File: src/sv/utc_pkg.sv
package utc_pkg;

  localparam int unsigned TS_W     = 32;
  localparam int unsigned OFF_W    = 5;
  localparam int unsigned YEAR_W   = 12;
  localparam int unsigned MONTH_W  = 4;
  localparam int unsigned DAY_W    = 5;
  localparam int unsigned HOUR_W   = 5;
  localparam int unsigned MIN_W    = 6;
  localparam int unsigned SEC_W    = 6;
  localparam int unsigned DAYS_W   = 16;  // whole days in 32 bits of seconds

  localparam logic [TS_W-1:0]    DAY_SECS    = 32'd86400;
  localparam logic [TS_W-1:0]    HOUR_SECS   = 32'd3600;
  localparam logic [TS_W-1:0]    MIN_SECS    = 32'd60;
  localparam logic [YEAR_W-1:0]  EPOCH_YEAR  = 12'd1970;
  localparam logic [YEAR_W-1:0]  SKIP_CENT   = 12'd2100;
  localparam logic [MONTH_W-1:0] FEB         = 4'd1;
  localparam logic [MONTH_W-1:0] LAST_MONTH  = 4'd11;
  localparam logic [OFF_W-1:0]   OFFSET_RST  = 5'b11101;  // -3 hours

  // gregorian rule over 1970..2106: 2000 is a leap century, 2100 is not
  function automatic logic is_leap(input logic [YEAR_W-1:0] y);
    return (y[1:0] == 2'b00) && (y != SKIP_CENT);
  endfunction

  function automatic logic [TS_W-1:0] year_days(input logic [YEAR_W-1:0] y);
    return is_leap(y) ? 32'd366 : 32'd365;
  endfunction

  function automatic logic [TS_W-1:0] month_days(input logic [MONTH_W-1:0] m,
                                                 input logic leap);
    logic [TS_W-1:0] d;
    case (m)
      4'd0, 4'd2, 4'd4, 4'd6, 4'd7, 4'd9, 4'd11: d = 32'd31;
      4'd3, 4'd5, 4'd8, 4'd10:                    d = 32'd30;
      FEB:                                        d = leap ? 32'd29 : 32'd28;
      default:                                    d = 32'd31;
    endcase
    return d;
  endfunction

  // negated offset in seconds, so that a - b gives timestamp + offset
  function automatic logic [TS_W-1:0] offset_neg_secs(input logic [OFF_W-1:0] off);
    logic signed [TS_W-1:0] ext;
    logic signed [TS_W-1:0] prod;
    ext  = $signed({{(TS_W-OFF_W){off[OFF_W-1]}}, off});
    prod = ext * 32'sd3600;
    return TS_W'(-prod);
  endfunction

endpackage

File: src/sv/utc_in_if.sv
interface utc_in_if;
  import utc_pkg::*;
  logic              valid;
  logic              ready;
  logic [TS_W-1:0]   timestamp;
  modport source (output valid, output timestamp, input ready);
  modport sink   (input valid, input timestamp, output ready);
endinterface

File: src/sv/utc_out_if.sv
interface utc_out_if;
  import utc_pkg::*;
  logic               valid;
  logic               ready;
  logic [YEAR_W-1:0]  year;
  logic [MONTH_W-1:0] month;
  logic [DAY_W-1:0]   day_of_month;
  logic [HOUR_W-1:0]  hour;
  logic [MIN_W-1:0]   minute;
  logic [SEC_W-1:0]   second;
  modport source (output valid, output year, output month, output day_of_month,
                  output hour, output minute, output second, input ready);
  modport sink   (input valid, input year, input month, input day_of_month,
                  input hour, input minute, input second, output ready);
endinterface

File: src/sv/unix_time_to_calendar.sv
// channel  dir  fields                                       transfer when
// in_i     in   timestamp                                    valid & ready
// out_o    out  year month day_of_month hour minute second   valid & ready
// cfg      in   utc_offset_hours (cfg_wdata_i)               cfg_we_i
//
// one item runs through one offset add, 16 + 5 + 6 restoring division steps,
// up to 137 year steps and up to 12 month steps, all through a single 32-bit
// subtract/compare unit, and then a load of the result into the output register.
// in_i.ready is high only while the sequencer is idle.
// the result sits in an output register, so the next transfer on in_i is
// taken while out_o still stalls; a new result waits until that slot frees.
// reset clears the sequencer, output valid and sets the offset to -3 hours.
module unix_time_to_calendar
  import utc_pkg::*;
(
  input  logic             clk_i,
  input  logic             rst_ni,
  input  logic             cfg_we_i,
  input  logic [OFF_W-1:0] cfg_wdata_i,
  utc_in_if.sink           in_i,
  utc_out_if.source        out_o
);

  localparam logic [2:0] ST_IDLE = 3'd0;
  localparam logic [2:0] ST_ADD  = 3'd1;
  localparam logic [2:0] ST_DDIV = 3'd2;
  localparam logic [2:0] ST_HDIV = 3'd3;
  localparam logic [2:0] ST_MDIV = 3'd4;
  localparam logic [2:0] ST_YEAR = 3'd5;
  localparam logic [2:0] ST_MON  = 3'd6;
  localparam logic [2:0] ST_FIN  = 3'd7;

  localparam logic [3:0] DDIV_TOP = 4'(DAYS_W - 1);
  localparam logic [3:0] HDIV_TOP = 4'(HOUR_W - 1);
  localparam logic [3:0] MDIV_TOP = 4'(MIN_W - 1);

  // control
  logic [2:0]       state_q, state_d;
  logic [3:0]       cnt_q, cnt_d;
  logic             out_valid_q, out_valid_d;
  logic [OFF_W-1:0] off_q;

  // datapath
  logic [TS_W-1:0]    rem_q, rem_d;
  logic [DAYS_W-1:0]  days_q, days_d;
  logic [HOUR_W-1:0]  hour_q, hour_d;
  logic [MIN_W-1:0]   min_q, min_d;
  logic [SEC_W-1:0]   sec_q, sec_d;
  logic [YEAR_W-1:0]  year_q, year_d;
  logic [MONTH_W-1:0] month_q, month_d;

  // output register
  logic [YEAR_W-1:0]  oyear_q, oyear_d;
  logic [MONTH_W-1:0] omonth_q, omonth_d;
  logic [DAY_W-1:0]   oday_q, oday_d;
  logic [HOUR_W-1:0]  ohour_q, ohour_d;
  logic [MIN_W-1:0]   omin_q, omin_d;
  logic [SEC_W-1:0]   osec_q, osec_d;

  // shared unit
  logic [TS_W-1:0] sub_b;
  logic [TS_W-1:0] sub_diff;
  logic            sub_ge;

  logic in_xfer;
  logic out_free;

  assign in_i.ready = (state_q == ST_IDLE);
  assign in_xfer    = in_i.valid & in_i.ready;
  assign out_free   = ~out_valid_q | out_o.ready;

  // subtrahend per phase: shifted divisors for division, lengths for the loops
  always_comb begin
    case (state_q)
      ST_ADD:  sub_b = offset_neg_secs(off_q);
      ST_DDIV: sub_b = DAY_SECS << cnt_q;
      ST_HDIV: sub_b = HOUR_SECS << cnt_q;
      ST_MDIV: sub_b = MIN_SECS << cnt_q;
      ST_YEAR: sub_b = year_days(year_q);
      ST_MON:  sub_b = month_days(month_q, is_leap(year_q));
      default: sub_b = '0;
    endcase
  end

  utc_subu u_subu (
    .a_i    (rem_q),
    .b_i    (sub_b),
    .diff_o (sub_diff),
    .ge_o   (sub_ge)
  );

  always_comb begin
    state_d     = state_q;
    cnt_d       = cnt_q;
    out_valid_d = out_valid_q;
    rem_d       = rem_q;
    days_d      = days_q;
    hour_d      = hour_q;
    min_d       = min_q;
    sec_d       = sec_q;
    year_d      = year_q;
    month_d     = month_q;
    oyear_d     = oyear_q;
    omonth_d    = omonth_q;
    oday_d      = oday_q;
    ohour_d     = ohour_q;
    omin_d      = omin_q;
    osec_d      = osec_q;

    if (out_valid_q && out_o.ready) begin
      out_valid_d = 1'b0;
    end

    case (state_q)
      ST_IDLE: begin
        if (in_xfer) begin
          rem_d   = in_i.timestamp;
          days_d  = '0;
          hour_d  = '0;
          min_d   = '0;
          state_d = ST_ADD;
        end
      end
      ST_ADD: begin
        // wraps modulo 2^32
        rem_d   = sub_diff;
        cnt_d   = DDIV_TOP;
        state_d = ST_DDIV;
      end
      ST_DDIV: begin
        if (sub_ge) rem_d = sub_diff;
        days_d = {days_q[DAYS_W-2:0], sub_ge};
        if (cnt_q == '0) begin
          cnt_d   = HDIV_TOP;
          state_d = ST_HDIV;
        end else begin
          cnt_d = cnt_q - 4'd1;
        end
      end
      ST_HDIV: begin
        if (sub_ge) rem_d = sub_diff;
        hour_d = {hour_q[HOUR_W-2:0], sub_ge};
        if (cnt_q == '0) begin
          cnt_d   = MDIV_TOP;
          state_d = ST_MDIV;
        end else begin
          cnt_d = cnt_q - 4'd1;
        end
      end
      ST_MDIV: begin
        min_d = {min_q[MIN_W-2:0], sub_ge};
        if (cnt_q == '0) begin
          // what is left is the second; day count moves into the accumulator
          sec_d   = sub_ge ? sub_diff[SEC_W-1:0] : rem_q[SEC_W-1:0];
          rem_d   = {{(TS_W-DAYS_W){1'b0}}, days_q};
          year_d  = EPOCH_YEAR;
          state_d = ST_YEAR;
        end else begin
          if (sub_ge) rem_d = sub_diff;
          cnt_d = cnt_q - 4'd1;
        end
      end
      ST_YEAR: begin
        if (sub_ge) begin
          rem_d  = sub_diff;
          year_d = year_q + 12'd1;
        end else begin
          month_d = '0;
          state_d = ST_MON;
        end
      end
      ST_MON: begin
        if (sub_ge && (month_q != LAST_MONTH)) begin
          rem_d   = sub_diff;
          month_d = month_q + 4'd1;
        end else begin
          state_d = ST_FIN;
        end
      end
      ST_FIN: begin
        if (out_free) begin
          oyear_d     = year_q;
          omonth_d    = month_q + 4'd1;
          oday_d      = rem_q[DAY_W-1:0] + 5'd1;
          ohour_d     = hour_q;
          omin_d      = min_q;
          osec_d      = sec_q;
          out_valid_d = 1'b1;
          state_d     = ST_IDLE;
        end
      end
      default: state_d = ST_IDLE;
    endcase
  end

  always_ff @(posedge clk_i or negedge rst_ni) begin
    if (!rst_ni) begin
      state_q     <= ST_IDLE;
      cnt_q       <= '0;
      out_valid_q <= 1'b0;
      off_q       <= OFFSET_RST;
    end else begin
      state_q     <= state_d;
      cnt_q       <= cnt_d;
      out_valid_q <= out_valid_d;
      if (cfg_we_i) off_q <= cfg_wdata_i;
    end
  end

  always_ff @(posedge clk_i) begin
    rem_q    <= rem_d;
    days_q   <= days_d;
    hour_q   <= hour_d;
    min_q    <= min_d;
    sec_q    <= sec_d;
    year_q   <= year_d;
    month_q  <= month_d;
    oyear_q  <= oyear_d;
    omonth_q <= omonth_d;
    oday_q   <= oday_d;
    ohour_q  <= ohour_d;
    omin_q   <= omin_d;
    osec_q   <= osec_d;
  end

  assign out_o.valid        = out_valid_q;
  assign out_o.year         = oyear_q;
  assign out_o.month        = omonth_q;
  assign out_o.day_of_month = oday_q;
  assign out_o.hour         = ohour_q;
  assign out_o.minute       = omin_q;
  assign out_o.second       = osec_q;

`ifndef NO_ASSERTIONS
  // an input transfer always starts the offset add
  a_start: assert property (@(posedge clk_i) disable iff (!rst_ni)
    in_xfer |=> (state_q == ST_ADD))
    else $error("input transfer did not start conversion");

  // the month walk never passes december
  a_month: assert property (@(posedge clk_i) disable iff (!rst_ni)
    (state_q == ST_MON) |-> (month_q <= LAST_MONTH))
    else $error("month index out of range");

  // a result is loaded only into a free output slot
  a_load: assert property (@(posedge clk_i) disable iff (!rst_ni)
    ((state_q == ST_FIN) && out_valid_q && !out_o.ready) |=> (state_q == ST_FIN))
    else $error("result overwrote a pending transfer");
`endif

endmodule

File: src/sv/utc_subu.sv
module utc_subu
  import utc_pkg::*;
(
  input  logic [TS_W-1:0] a_i,
  input  logic [TS_W-1:0] b_i,
  output logic [TS_W-1:0] diff_o,
  output logic            ge_o
);

  logic [TS_W:0] full;

  // borrow out clear means a >= b
  assign full   = {1'b0, a_i} - {1'b0, b_i};
  assign diff_o = full[TS_W-1:0];
  assign ge_o   = ~full[TS_W];

endmodule
File: src/flat_wrapper.sv
// flat-port wrapper written by rule: the top's interface ports become plain ports
module unix_time_to_calendar_flat import utc_pkg::*;
  (clk_i, rst_ni, cfg_we_i, cfg_wdata_i, in_i_valid, in_i_timestamp, in_i_ready, out_o_valid, out_o_year, out_o_month, out_o_day_of_month, out_o_hour, out_o_minute, out_o_second, out_o_ready);
  utc_in_if in_i_i ();
  utc_out_if out_o_i ();
  input  logic clk_i;
  input  logic rst_ni;
  input  logic cfg_we_i;
  input  logic [OFF_W-1:0] cfg_wdata_i;
  input wire logic [$bits(in_i_i.valid)-1:0] in_i_valid;
  input wire logic [$bits(in_i_i.timestamp)-1:0] in_i_timestamp;
  output wire logic [$bits(in_i_i.ready)-1:0] in_i_ready;
  output wire logic [$bits(out_o_i.valid)-1:0] out_o_valid;
  output wire logic [$bits(out_o_i.year)-1:0] out_o_year;
  output wire logic [$bits(out_o_i.month)-1:0] out_o_month;
  output wire logic [$bits(out_o_i.day_of_month)-1:0] out_o_day_of_month;
  output wire logic [$bits(out_o_i.hour)-1:0] out_o_hour;
  output wire logic [$bits(out_o_i.minute)-1:0] out_o_minute;
  output wire logic [$bits(out_o_i.second)-1:0] out_o_second;
  input wire logic [$bits(out_o_i.ready)-1:0] out_o_ready;
  assign in_i_i.valid = in_i_valid;
  assign in_i_i.timestamp = in_i_timestamp;
  assign in_i_ready = in_i_i.ready;
  assign out_o_valid = out_o_i.valid;
  assign out_o_year = out_o_i.year;
  assign out_o_month = out_o_i.month;
  assign out_o_day_of_month = out_o_i.day_of_month;
  assign out_o_hour = out_o_i.hour;
  assign out_o_minute = out_o_i.minute;
  assign out_o_second = out_o_i.second;
  assign out_o_i.ready = out_o_ready;
  unix_time_to_calendar u_core (.clk_i(clk_i), .rst_ni(rst_ni), .cfg_we_i(cfg_we_i), .cfg_wdata_i(cfg_wdata_i), .in_i(in_i_i), .out_o(out_o_i));
endmodule
File: config.mk
export PLATFORM = sky130hd
export DESIGN_NAME = unix_time_to_calendar_flat
export DESIGN_NICKNAME = d
export VERILOG_FILES = /design/src/sv/utc_pkg.sv /design/src/sv/utc_in_if.sv /design/src/sv/utc_out_if.sv /design/src/sv/unix_time_to_calendar.sv /design/src/sv/utc_subu.sv /design/src/flat_wrapper.sv
export SDC_FILE = /design/constraint.sdc
export NUM_CORES = 1
export LEC_CHECK = 0
export BUFFER_PORTS_ARGS = -buffer_cell sky130_fd_sc_hd__buf_2
export CAP_MARGIN = 30
export CORE_MARGIN = 2
export CORE_UTILIZATION = 25
export CTS_CLUSTER_SIZE = 16
export DETAILED_ROUTE_END_ITERATION = 10
export GPL_TIMING_DRIVEN = 0
export PLACE_DENSITY = 0.36
export SYNTH_ARGS = -nofsm -noshare
export SYNTH_HDL_FRONTEND = slang
export SYNTH_SLANG_ARGS = --single-unit
File: constraint.sdc
create_clock -name clk_i -period 11.9 [get_ports clk_i]
set_input_delay 0.595 -clock clk_i [delete_from_list [all_inputs] [get_ports clk_i]]
set_output_delay 0.595 -clock clk_i [all_outputs]
set_load 0.05 [all_outputs]
==> run metrics <==
hold slack=0.0699 ns; Hold Crit Class=in2async; Ant. Diodes=0; hold_buf cts=0; drt total wl=31,100 um; fin. max-slew vios=0; sequential fraction of the synthesis area=0.425; area grow syn2layout=17.9%; CTS tree=yes; Syn Nets=roughly 1.1k; Residual DRC=0; Reg-to-Reg Start=u_core.off_q[4]; clock root buffer=clkbuf_16; post_cts resized=0; Site Rows=70; R2R depth=24; Initial Util=0.252; first-pass GRT wire length=47,800 um; crit-path leading delay family=compound AO/OA/AOI/OAI gates; Setup TNS=0 ns; number of global-route vias before repair=a little under 8k; fin crit period=7.70 ns; Die Span Y=between 150 and 200 um; total CTS buffers=17; syn avg cell area=between 9 and 10 um2; WP buf/inv=5; DPL Wire Length=around 24,000 um; startpoint types=flop; grt ovf=0; clock slew at reported path FFs=around 0.070 ns; CTS sink count=132; GRT Overall Usage=0.166; RSZ-0062 raised after global routing=false; clk buf depth=2; Yosys cell types=76; CP most frequent cell=fa_1; Cell Area, Synth=about 0.0092 mm2; Critical Path Start=u_core.off_q[4]; H-tree levels=4; Worst EP arrival=7.85 ns; CP Max Fanout=13; WP depth=24; DR WL/cell=20.0 um; terminus of the critical flop-to-flop path=u_core.rem_q[15]; Clock Latency Late Sink=approximately 0.44 ns; drt initial violations=between 600 and 700; die area=approximately 0.038 mm2; layout cell share with drive strength beyond 1=0.142; max_slew headroom=0.405; initial antenna violation count=0; remaining antenna violation count=0; drt pass-1 iters=5; I/O pin cnt=a little over 80; async set or reset register ratio after synthesis=0.0985; CP Class=reg2reg; DP Area=approximately 0.010 mm2; # port buffers=80; via count=between 7k and 8k; Setup Skew=around 0.0090 ns; fin crit share=0.647; vias per cell=5.01; Final Hold Fails=0; Worst Tran Pin Value=between 0.8 and 0.9 ns; final core utilization=0.297; Die Wd=between 150 and 200 um; core area=0.0364 mm2; crit-path cells=fa_1 > inv_1 > fa_1 > fa_1 > inv_1 > fa_1 > a21oi_1 > nor2_1 > nor2_1 > xnor2_1 > nor3_1 > a21oi_1 > a31oi_1 > ha_1 > buf_2 > nand2_1 > o21ai_0 > a221oi_1 > o31ai_1 > nor3_4 > buf_2 > nand2b_1 > a22oi_2 > buf_8; FF-to-FF setup slack=about 4.2 ns; post-CTS setup buffer count=0; GPL Wtd Cong=between 0.8 and 0.9; CP Capture Point=u_core.rem_q[15]; Final #Nets=approximately 1.2k; Setup crit end kind=flop; Max-Cap Viols=0; FMAX=approximately 0.13 GHz; synthesized flop and latch total=roughly 130; Critical Path RT=roughly 12 ns; largest net degree at the start of global routing=23; slowest CP cell=a22oi_2; Mapped Cells=969; status=finished clean; Fillers=just under 4k; Post-synth EDFFs=119; Ys Warns=0; crit-path max cell delay=0.64 ns; final setup fails=0; ys flop type=edfxtp_1; Final Cell Area=0.0108 mm2
## cell usage after synthesis, types with 5 or more instances
library cell,count,area share
a22oi_1,24,0.020
o21a_1,11,0.0090
nor3_1,27,0.015
nand2b_1,11,0.0075
xor2_1,22,0.021
a21o_1,5,0.0041
edfxtp_1,119,0.39
clkbuf_1,26,0.011
o21ai_0,70,0.038
a222oi_1,8,0.0087
nand2_1,92,0.038
a221oi_1,7,0.0067
o31ai_1,9,0.0074
a31oi_1,13,0.0088
buf_2,9,0.0049
and2_1,26,0.018
dfrtp_1,9,0.025
fa_1,7,0.015
nor2_1,89,0.036
o21ai_1,5,0.0027
inv_1,42,0.017
buf_1,7,0.0029
nand3_1,27,0.015
a21oi_1,88,0.048
o211ai_1,6,0.0049
nand4_1,7,0.0048
o22ai_1,5,0.0034
xnor2_1,27,0.026
a211oi_1,7,0.0057
and3_1,15,0.010
nor2b_1,6,0.0041
ha_1,64,0.087
## placed cells by master, fill, tap and decap left out, types with 28 or more instances in the layout
master    Yosys  routed
clkbuf_1     26      28
edfxtp_1    119     119
nor2_1       89      88
ha_1         64      64
nand2_1      92      92
buf_2         9      89
a21oi_1      88      88
o21ai_0      70      69
inv_1        42      42
## state kept, by name (all words and copies together) (netlist names), 6 cells and up
signal               flops
u_core.rem_q            32
u_core.min_q             6
u_core.sec_q             6
u_core.out_o.minute      6
u_core.out_o.second      6
u_core.out_o.year       12
u_core.year_q           12
u_core.days_q           16
## per-stage QoR
| step | setup slack (ns) | std cells |
|---|---|---|
| after floorplan | 4.49 | 969 |
| after global placement | 1.55 | 1517 |
| after detailed placement | 4.18 | 1523 |
| after CTS | 4.11 | 1555 |
| after global routing | 3.68 | 1555 |
| final | 4.20 | 1555 |
## layout make-up
type | instances | area (um2) | area share
timing repair buffer | 86 | 492 | 0.0454
inverter | 42 | 158 | 0.0145
clock buffer | 20 | 458 | 0.0423
buffer | 44 | 191 | 0.0177
tap | 468 | 586 | 0.0540
multi-input combinational | 751 | 4950 | 0.457
sequential | 132 | 3900 | 0.360
clock inverter | 12 | 95.1 | 0.00878
## worst min-delay path by stage
stage | to | slack [ns]
final | u_core.off_q[1] | 0.07
after CTS | u_core.off_q[1] | 0.05
after global placement | u_core.out_o.hour[4] | 0.41
after detailed placement | u_core.out_o.minute[5] | 0.41
after global routing | u_core.off_q[1] | 0.07
after floorplan | u_core.cnt_q[0] | 0.30
## layer usage
metal | up-vias | track usage | share of wire
li1 | 3838 | - | -
met5 | - | 0 | 0
met1 | 3738 | 0.224 | 0.47
met3 | 32 | 0.0284 | 0.039
met4 | 0 | 0.0575 | 0.020
met2 | 179 | 0.270 | 0.47
## cell families (layout without fill, tap and decap cells)
| logic type | count (synthesis) | in the layout | synth area share |
|---|---|---|---|
| mux | 8 | 8 | 0.0106 |
| compound gates | 298 | 298 | 0.208 |
| simple gates | 325 | 325 | 0.169 |
| buf+inv | 86 | 204 | 0.0380 |
| flops | 132 | 132 | 0.425 |
| fa+ha+maj | 71 | 71 | 0.102 |
| xor+xnor | 49 | 49 | 0.0467 |
## worst register-to-register path: stages, from the launching register on
cell      delay (ns)
dfstp_2         0.63
fa_1            0.43
inv_1           0.08
fa_1            0.44
fa_1            0.55
inv_1           0.07
fa_1            0.47
a21oi_1         0.15
nor2_1          0.05
nor2_1          0.15
xnor2_1         0.21
nor3_1          0.13
a21oi_1         0.52
a31oi_1         0.18
ha_1            0.33
buf_2           0.18
nand2_1         0.09
o21ai_0         0.44
a221oi_1        0.13
o31ai_1         0.57
nor3_4          0.21
buf_2           0.27
nand2b_1        0.19
a22oi_2         0.64
buf_8           0.27
Power is not shown: default switching activity piles up to over one toggle a cycle in this logic, so the estimate is an artifact.
